### config.mk
export PLATFORM = sky130hd
export DESIGN_NAME = quicksort_records_by_price_top
export DESIGN_NICKNAME = d
export VERILOG_FILES = /design/src/rtl/qsr_pkg.sv /design/src/rtl/qsr_ram.sv /design/src/rtl/quicksort_records_by_price_top.sv
export SDC_FILE = /design/constraint.sdc
export NUM_CORES = 2
export LEC_CHECK = 0
export BUFFER_PORTS_ARGS = -buffer_cell sky130_fd_sc_hd__buf_2
export CORE_UTILIZATION = 35
export DETAILED_ROUTE_END_ITERATION = 12
export HOLD_SLACK_MARGIN = 0.03
export PLACE_DENSITY_LB_ADDON = 0.05
export SLEW_MARGIN = 15
export SYNTH_ARGS = -nofsm -noshare
export SYNTH_HDL_FRONTEND = slang
export SYNTH_MEMORY_MAX_BITS = 65536
export SYNTH_SLANG_ARGS = --single-unit
### constraint.sdc
create_clock -name clk -period 17.7 [get_ports clk]
set_input_delay 0.885 -clock clk [delete_from_list [all_inputs] [get_ports clk]]
set_output_delay 0.885 -clock clk [all_outputs]
set_load 0.03 [all_outputs]
### src/rtl/qsr_pkg.sv
// Package for the price-ordered record sorter.
// Record type, widths and sequencer states; no dependencies.
package qsr_pkg;
	localparam int MaxRecordsDef = 64;
	localparam int PriceW = 32;
	localparam int QtyW = 16;
	localparam int TagW = 6;
	localparam int RecW = PriceW + QtyW + TagW;

	typedef struct packed {
		logic [PriceW-1:0] price;
		logic [QtyW-1:0]   qty;
		logic [TagW-1:0]   tag;
	} rec_t;

	typedef enum logic [4:0] {
		ST_LOAD,
		ST_INIT,
		ST_POP,
		ST_POPW,
		ST_PIVR,
		ST_PIVW,
		ST_LRD,
		ST_LCHK,
		ST_RRD,
		ST_RCHK,
		ST_SWAP,
		ST_FRD,
		ST_FWAIT,
		ST_FWA,
		ST_FWB,
		ST_PUSH1,
		ST_PUSH2,
		ST_ORD,
		ST_OUT
	} state_t;
endpackage

### src/rtl/qsr_ram.sv
// Generic single-write, single-read RAM with registered read data.
// No dependencies.
module qsr_ram #(
	parameter int Width = 8,
	parameter int Depth = 16
) (
	input  logic                     clk,
	input  logic                     we,
	input  logic [$clog2(Depth)-1:0] waddr,
	input  logic [Width-1:0]         wdata,
	input  logic [$clog2(Depth)-1:0] raddr,
	output logic [Width-1:0]         rdata
);
	logic [Width-1:0] mem [Depth];

	always_ff @(posedge clk) begin
		if (we) begin
			mem[waddr] <= wdata;
		end
		rdata <= mem[raddr];
	end
endmodule

### src/rtl/quicksort_records_by_price_top.sv
// Price-ordered record sorter: top level with the sort sequencer.
// Uses qsr_pkg and qsr_ram (record store and range stack).
//
// Usage: drive a record on price_key, quantity, record_tag, last_record and
// pulse start; a request is taken when start is high and busy is low.
// While loading, busy stays low and one record is taken each cycle.
// A request with last_record high ends the set: busy rises, the store is
// sorted by price (quicksort, last element as pivot, range stack in a RAM),
// then every held record is sent out in ascending price order, marked by
// valid. end_of_run flags the last one; overflow is high on all of them if
// records beyond MAX_RECORDS were dropped. Sort time depends on the data:
// each scan step reads through the store's registered read port, each swap
// runs SWAP, FRD, FWAIT, FWA and FWB, each range runs POP, POPW, PIVR,
// PIVW, PUSH1 and PUSH2 plus its pivot swap; worst case is quadratic in
// the count. Records go out one at a time through ST_ORD and ST_OUT;
// after the last, busy falls and the block is empty again. The receiver
// cannot stall: results are shown for exactly one cycle. Reset empties
// the block; memories are not cleared as only written entries are ever read.
module quicksort_records_by_price_top
	import qsr_pkg::*;
#(
	parameter int MAX_RECORDS = MaxRecordsDef
) (
	input  logic              clk,
	input  logic              arst_n,
	input  logic              start,
	output logic              busy,
	input  logic [PriceW-1:0] price_key,
	input  logic [QtyW-1:0]   quantity,
	input  logic [TagW-1:0]   record_tag,
	input  logic              last_record,
	output logic              valid,
	output logic [PriceW-1:0] sorted_price,
	output logic [QtyW-1:0]   sorted_quantity,
	output logic [TagW-1:0]   sorted_tag,
	output logic              end_of_run,
	output logic              overflow
);
	localparam int AW = $clog2(MAX_RECORDS);
	localparam int CW = AW + 1;
	localparam logic [CW-1:0] MaxCnt = CW'(MAX_RECORDS);

	state_t state_q, state_d;

	logic [CW-1:0] count_q, sp_q;
	logic          drop_q;
	logic [AW-1:0] lo_q, hi_q, l_q, r_q, p_q, oidx_q;
	logic [PriceW-1:0] pv_q;
	rec_t a_q;

	// store port
	logic          st_we;
	logic [AW-1:0] st_wa, st_ra;
	rec_t          st_wd, st_rd;
	// stack port
	logic            sk_we;
	logic [AW-1:0]   sk_wa, sk_ra;
	logic [2*AW-1:0] sk_wd, sk_rd;

	qsr_ram #(.Width(RecW), .Depth(MAX_RECORDS)) u_store (
		.clk(clk), .we(st_we), .waddr(st_wa), .wdata(st_wd),
		.raddr(st_ra), .rdata(st_rd)
	);
	qsr_ram #(.Width(2 * AW), .Depth(MAX_RECORDS)) u_stack (
		.clk(clk), .we(sk_we), .waddr(sk_wa), .wdata(sk_wd),
		.raddr(sk_ra), .rdata(sk_rd)
	);

	logic take;
	assign take = start && !busy;

	// signed-ish compares via widened values
	logic [CW-1:0] l_x, r_x, p_x, lo_x, hi_x;
	assign l_x  = {1'b0, l_q};
	assign r_x  = {1'b0, r_q};
	assign p_x  = {1'b0, p_q};
	assign lo_x = {1'b0, lo_q};
	assign hi_x = {1'b0, hi_q};

	// r may go to -1 only when l is 0 or above; track with a flag
	logic rneg_q;
	logic l_le_r;
	assign l_le_r = !rneg_q && (l_x <= r_x);

	// swap bookkeeping: fin=1 means final pivot swap (l,hi)
	logic fin_q;
	logic [AW-1:0] sa_q, sb_q;

	always_comb begin
		state_d = state_q;
		case (state_q)
			ST_LOAD:  if (take && last_record) state_d = ST_INIT;
			ST_INIT:  state_d = (count_q < CW'(2)) ? ((count_q == '0) ? ST_LOAD : ST_ORD)
						: ST_POP;
			ST_POP:   state_d = (sp_q == '0) ? ST_ORD : ST_POPW;
			ST_POPW:  state_d = ST_PIVR;
			ST_PIVR:  state_d = ST_PIVW;
			ST_PIVW:  state_d = ST_LRD;
			ST_LRD:   state_d = l_le_r ? ST_LCHK : ST_RRD;
			ST_LCHK:  state_d = (st_rd.price < pv_q) ? ST_LRD : ST_RRD;
			ST_RRD:   state_d = (!rneg_q && r_x >= l_x) ? ST_RCHK : ST_SWAP;
			ST_RCHK:  state_d = (st_rd.price > pv_q) ? ST_RRD : ST_SWAP;
			ST_SWAP:  state_d = ST_FRD;
			ST_FRD:   state_d = ST_FWAIT;
			ST_FWAIT: state_d = ST_FWA;
			ST_FWA:   state_d = ST_FWB;
			ST_FWB:   state_d = fin_q ? ST_PUSH1 : ST_LRD;
			ST_PUSH1: state_d = ST_PUSH2;
			ST_PUSH2: state_d = ST_POP;
			ST_ORD:   state_d = ST_OUT;
			ST_OUT:   state_d = (CW'(oidx_q) + CW'(1) >= count_q) ? ST_LOAD : ST_ORD;
			default:  state_d = ST_LOAD;
		endcase
	end

	always_comb begin
		busy  = (state_q != ST_LOAD);
		st_we = 1'b0;
		st_wa = count_q[AW-1:0];
		st_wd = '{price: price_key, qty: quantity, tag: record_tag};
		st_ra = l_q;
		sk_we = 1'b0;
		sk_wa = sp_q[AW-1:0];
		sk_wd = {lo_q, hi_q};
		sk_ra = AW'(sp_q - CW'(1));
		case (state_q)
			ST_LOAD: st_we = take && (count_q < MaxCnt);
			ST_INIT: begin
				sk_we = (count_q >= CW'(2));
				sk_wa = '0;
				sk_wd = {AW'(0), AW'(count_q - CW'(1))};
			end
			ST_PIVR:  st_ra = hi_q;
			ST_LRD:   st_ra = l_q;
			ST_RRD:   st_ra = r_q;
			ST_FRD:   st_ra = sa_q;
			ST_FWAIT: st_ra = sb_q;
			ST_FWA: begin
				st_we = 1'b1; st_wa = sa_q; st_wd = st_rd;
			end
			ST_FWB: begin
				st_we = 1'b1; st_wa = sb_q; st_wd = a_q;
			end
			ST_PUSH1: begin
				sk_we = (p_x + CW'(1) < hi_x);
				sk_wd = {AW'(p_x + CW'(1)), hi_q};
			end
			ST_PUSH2: begin
				sk_we = (p_q != '0) && (lo_x < p_x - CW'(1));
				sk_wd = {lo_q, AW'(p_x - CW'(1))};
			end
			ST_ORD:   st_ra = oidx_q;
			default: ;
		endcase
	end

	always_ff @(posedge clk or negedge arst_n) begin
		if (!arst_n) begin
			state_q <= ST_LOAD;
			count_q <= '0;
			sp_q    <= '0;
			drop_q  <= 1'b0;
			valid   <= 1'b0;
		end else begin
			state_q <= state_d;
			valid   <= (state_q == ST_ORD);
			case (state_q)
				ST_LOAD: if (take) begin
					if (count_q < MaxCnt) count_q <= count_q + CW'(1);
					else drop_q <= 1'b1;
				end
				ST_INIT: begin
					sp_q <= (count_q >= CW'(2)) ? CW'(1) : '0;
					if (count_q == '0) drop_q <= 1'b0;
				end
				ST_POP: if (sp_q != '0) sp_q <= sp_q - CW'(1);
				ST_PUSH1: if (p_x + CW'(1) < hi_x) sp_q <= sp_q + CW'(1);
				ST_PUSH2: if ((p_q != '0) && (lo_x < p_x - CW'(1))) sp_q <= sp_q + CW'(1);
				ST_OUT: if (CW'(oidx_q) + CW'(1) >= count_q) begin
					count_q <= '0;
					sp_q    <= '0;
					drop_q  <= 1'b0;
				end
				default: ;
			endcase
		end
	end

	always_ff @(posedge clk) begin
		case (state_q)
			ST_INIT: oidx_q <= '0;
			ST_POPW: begin
				lo_q <= sk_rd[2*AW-1:AW];
				hi_q <= sk_rd[AW-1:0];
				l_q  <= sk_rd[2*AW-1:AW];
				r_q  <= AW'(sk_rd[AW-1:0] - AW'(1));
				rneg_q <= 1'b0;
			end
			ST_PIVW: pv_q <= st_rd.price;
			ST_LCHK: if (st_rd.price < pv_q) l_q <= l_q + AW'(1);
			ST_RCHK: if (st_rd.price > pv_q) begin
				if (r_q == '0) rneg_q <= 1'b1;
				r_q <= r_q - AW'(1);
			end
			ST_SWAP: begin
				if (rneg_q || l_x >= r_x) begin
					fin_q <= 1'b1; sa_q <= l_q; sb_q <= hi_q; p_q <= l_q;
				end else begin
					fin_q <= 1'b0; sa_q <= l_q; sb_q <= r_q;
				end
			end
			ST_FWAIT: a_q <= st_rd;
			ST_FWB: if (!fin_q) begin
				l_q <= l_q + AW'(1);
				if (r_q == '0) rneg_q <= 1'b1;
				r_q <= r_q - AW'(1);
			end
			ST_OUT: oidx_q <= oidx_q + AW'(1);
			default: ;
		endcase
	end

	assign sorted_price    = st_rd.price;
	assign sorted_quantity = st_rd.qty;
	assign sorted_tag      = st_rd.tag;
	assign end_of_run      = valid && (CW'(oidx_q) + CW'(1) >= count_q);
	assign overflow        = drop_q;
endmodule

[Word level (Yosys, flattened, before mapping)]
Memories as Yosys holds them, arrays and structs flattened. A register that Yosys moved wholly into a read port is not among the register bits.
Cells that the tools add are included.
Cells by class
  equal/unequal tests: 30
  mux-type cells: 49
  reductions and logical operators: 30
  order comparisons: 11
  add/sub/neg operators: 11
Operators with widths (number)
  one-hot mux 54 bit (2 select lines): 1
  one-hot mux 5 bit (19 select lines): 1
  two-way mux 7 bit: 6
  equality test 5 x 4 -> 1 bit, second input constant: 8
  two-way mux 6 bit: 6
  one-hot mux 12 bit (3 select lines): 1
  one-hot mux 6 bit (3 select lines): 2
  one-hot mux 7 bit (5 select lines): 1
  > comparator 32 bit: 1
  < comparator 32 bit: 1
  one-hot mux 6 bit (5 select lines): 1
  two-way mux 5 bit: 5
  inequality test 2 bit, second input constant: 12
  one-hot mux 6 bit (2 select lines): 2
  equality test 5 x 3 -> 1 bit, second input constant: 4
  subtractor 6 x 1 -> 6 bit, second input constant: 3
  equality test 5 bit, second input constant: 3
  adder 6 x 1 -> 7 bit, second input constant: 2
  adder 7 x 1 -> 7 bit, second input constant: 2
  zero test 7 bit: 2
  one-hot mux 7 bit (2 select lines): 1
  two-way mux 1 bit: 13
  adder 6 x 1 -> 6 bit, second input constant: 2
  greater-or-equal comparator 6 bit: 2
  30 further kinds: 49
Storage, ports and cells
  flip-flop bits (word level): 157
  output and inout bits: 58
  RAM bits: 4224
  memories kept: 2
Memories
  u_store.mem: depth 64, bits a word 54, read ports 1, clocked after Yosys merged registers in 1, wr ports 1, RTL line qsr_ram.sv:14  | logic [Width-1:0] mem [Depth];
  u_stack.mem: depth 64, bits a word 12, read ports 1, clocked after Yosys merged registers in 1, wr ports 1, RTL line qsr_ram.sv:14

[Depth between registers and ports, before layout]
  depth after elaboration: 7
  gate-level depth with buffers: 16
  mapped depth without buffers: 13

[Hierarchy]
Synthesis repeated with hierarchy kept, for this count alone.
Second synthesis, totals
  cells, all modules: 7768
  area, all modules: 171384.4 um^2
Modules (own cells, without submodules)
  qsr_ram at u_store: area each 132146.7 um^2, sequential area each 104860.6 um^2, instances 1, cells each 5494
  qsr_ram at u_stack: area each 29851.1 um^2, sequential area each 23302.3 um^2, instances 1, cells each 1339
  quicksort_records_by_price_top: area each 9386.5 um^2, sequential area each 4609.4 um^2, instances 1, cells each 935

[Least setup slack after synthesis]
OpenSTA, ideal clock, no wires.
  path kind: reg2reg
  start point: register state_q[4]
  end point: register u_store.rdata[21] (read register of u_store.mem)
  arrival: 6724 ps
  buffers on the path: 3
  period minus slack after synthesis: 6856 ps
  setup time: 131 ps
  setup slack: 10844 ps
  data required time: 17569 ps
  cell stages (with the launch flop): 14
  path through: dfrtp_1 buf_2 nand3b_2 nor3_1 a221o_1 or2_2 or3_1 buf_2 clkbuf_1 a21oi_1 nor3_1 o21ai_1 a2111oi_0 nand3_1
Between the ends
  word-level cells in the longest chain between the ends: 2
Ends and longest elaborated chain
  start, declared: RTL line quicksort_records_by_price_top.sv:43  | state_t state_q, state_d;
  start signal, assigned: RTL line quicksort_records_by_price_top.sv:165  | state_q <= state_d;
  equality test 5 bit, or another cell as far along: RTL line quicksort_records_by_price_top.sv:126  | case (state_q)
  one-hot mux 6 bit (5 select lines) (*): RTL line quicksort_records_by_price_top.sv:126
  end, declared: RTL line qsr_ram.sv:12  | output logic [Width-1:0] rdata
Mark *: on every way between the ends. The rest lies on a longest branch, timed or not.
A chain may end at the register's enable or synchronous reset.

[Final worst setup path]
  start point: register state_q[1]
  end point: register u_store.rdata[40] (read register of u_store.mem)
The elaborated chain is that of the path after synthesis.

==> results.ini <==
[worst_setup_path]
path_common_cell=buf_4
arrival_ps=8320
crit_required_ps=18640
crit_path_max_fanout=63
startpoint_type=register
worstSetupEndpointType=register
crit_type=reg2reg
crit_slowest_cell=buf_4
critical_path.top_delay_family=buffers and inverters
crit_chain=or3_4, or2_1, and2_1, a221oi_4, buf_4, buf_4, buf_4, buf_4, buf_4, mux2i_1, o22ai_1, o21ai_0, a21oi_1, a2111oi_0, nand3_1
critPathBufInv=5
max_stage_delay_ps=860

[layout]
area.growth.synth_to_final_pct=15.1
final_util=0.405
layout_commonest_cell=edfxtp_1
fillers=45500
final_area_sq_um=201000
finalNonFillerCells=18700
final_cell_mix=edfxtp_1, nand2_1, mux2i_1, nand3_1, clkbuf_16
fin_nets=11800
drive_above_1_share=0.138

[placed_design]
place_area_sq_um=185000
place.gp.congestion=0.808
dp_slack_ps=10190
io_buffers=115
dp.cells=17800
hpwl_um=366000

[synth]
synth_top_cell_area_share=0.748
yosys.area.top_type=edfxtp_1
synthCells=11300
synthesis.area_sq_um=175000
ys.flop_type=edfxtp_1
synth_area_leaders=edfxtp_1, nand2_1, mux2i_1, mux4_2, nand3_1
yosys_warnings=0
synth.distinct_cells=79
synth.avg_cell_area_sq_um=15.5
syn-num-nets=11400
async_reset_ff_frac=0.00472
synth_edf_count=4360
ys_seq_elements=4447
ys_seq_area_frac=0.758

[clock_network]
cts_setup_buffers=0
cts.sink_count=4447
numCtsBuffers=518
htree_levels=6
clk_pin_slew_ps=60
cts_tree=yes
clockBufferDepth=4
cts_root_buf=clkbuf_16
clock_latency_ps=1070

[floorplan]
core_sq_um=498000
die-area_sq_um=503000
fp.dieW_um=709
rows=259
initial_core_util=0.352
boundaryPins=116
die_y_um=709

[outcome]
violations=design-rule violations
status=complete, but fails checks

[timing]
finClkSkew_ps=51.8
max_slew.worst_pin.slew_ps=1270
relSlewSlack=0.148
timing.final.crit_share=0.417
hold_slack_ps=127
setup_viol=0
tns_ps=0
max_freq_mhz=135
rsz0062_at_grt=false
hold_viol=0
setup_slack_ps=10310
post-route-min-period_ps=7390
final_max_slew_viol_count=0

[drt]
vias=105000
drt_wl_total_um=668000
dr.first_iter.drc_count=11400
ant_nets=0
vias_per_cell=5.62
drt-wirelength-per-cell_um=35.7
first_pass_iters=10
drc_errors=12

[global_routing]
grt_first_pass_wirelength_um=903000
grt_usage=0.260
grt_max_degree=147
antenna_found_initial=43
grt_pass1_vias=104000
grt_overflow=0

[power_and_ir_drop]
power_mw=38.6
powerDensity_nw_per_um2=192
ir_worst_vdd_v=0.000233
power_leakage_nw=67.2

[worst_hold_path]
holdCritPathClass=in2reg

[flow_run]
max_cap_viol_count=0

## registers in the layout, indices dropped and copies added, names as in the netlist, 7 cells and up
register,flops
a_q,54
count_q,7
pv_q,32
sp_q,7
u_stack.mem,768
u_stack.rdata,12
u_store.mem,3456
u_store.rdata,54
## cells in the mapped netlist, drive strengths merged, types with 20 or more instances
| library cell | number |
|---|---|
| a2111oi | 51 |
| a21o | 20 |
| a21oi | 499 |
| a22oi | 88 |
| a311oi | 41 |
| a31oi | 164 |
| and3 | 64 |
| buf | 373 |
| clkbuf | 332 |
| dfrtp | 21 |
| dfxtp | 66 |
| edfxtp | 4360 |
| ha | 65 |
| inv | 66 |
| mux2i | 711 |
| mux4 | 252 |
| nand2 | 2180 |
| nand3 | 671 |
| nand4 | 24 |
| nor2 | 269 |
| nor3 | 179 |
| nor4 | 49 |
| o21ai | 121 |
| o221ai | 240 |
| o22ai | 140 |
| or3 | 37 |
| xnor2 | 23 |
## kinds of logic after synthesis
logic type,share of synthesized area
flops,0.758
mux,0.0737
compound gates,0.0567
xor+xnor,0.00160
fa+ha+maj,0.00465
simple gates,0.0853
buf+inv,0.0197
## worst register-to-register path, delay by kind of cell, from the launching register on
family / cells / cell delay (ps)
buffers and inverters: 5 / 3810
multiplexers: 1 / 340
flip-flops: 1 / 600
AO/OA/AOI/OAI: 5 / 1250
AND/OR/NAND/NOR: 4 / 1250
## power by group
part / internal, mW / leakage, nW / switching (mW)
combinational: 4.44 / 19.2 / 11.0
sequential: 12.4 / 40.0 / 0.317
clock: 6.06 / 7.89 / 4.33
## routing by layer
layer	vias up	share of wire	track usage
met5	-	0.000019	0
met4	2	0.033	0.0821
met3	936	0.057	0.0332
met2	3879	0.48	0.430
met1	55900	0.43	0.356
li1	44400	-	-
## cell type report
class | count | area [sq um] | share of cell area
flip-flops and latches | 4447 | 133000 | 0.659
clock buffers | 704 | 14300 | 0.0708
repair buffers | 523 | 3890 | 0.0193
multi-input cells | 6094 | 40000 | 0.198
well taps | 6655 | 8330 | 0.0413
diodes | 13 | 32.5 | 0.000162
clock inverters | 209 | 1910 | 0.00946
inverters | 67 | 251 | 0.00125
## final timing paths
path,start,to,slack [ps],depth (start not counted)
min reg2reg,u_stack.rdata[9]$_DFF_P_,lo_q[3]$_DFFE_PN_,450,0
max reg2reg,state_q[1]$_DFFE_PN0P_,u_store.rdata[40]$_DFF_P_,10310,15
max,state_q[1]$_DFFE_PN0P_,u_store.rdata[40]$_DFF_P_,10310,15
min,start,overflow$_DFFE_PN0P_,130,3
max in group asynchronous,arst_n,sp_q[0]$_DFFE_PN0P_,16770,2
min in group asynchronous,arst_n,state_q[0]$_DFFE_PN0P_,450,2
## what timing repair did
item                                    4_1_cts  5_1_grt
hold buffers                                  1        0
resized for setup                             0        0
hold endpoints to repair                     21        0
endpoints found under the setup margin        0        0
No activity file was read; power rests on OpenSTA's default activity.
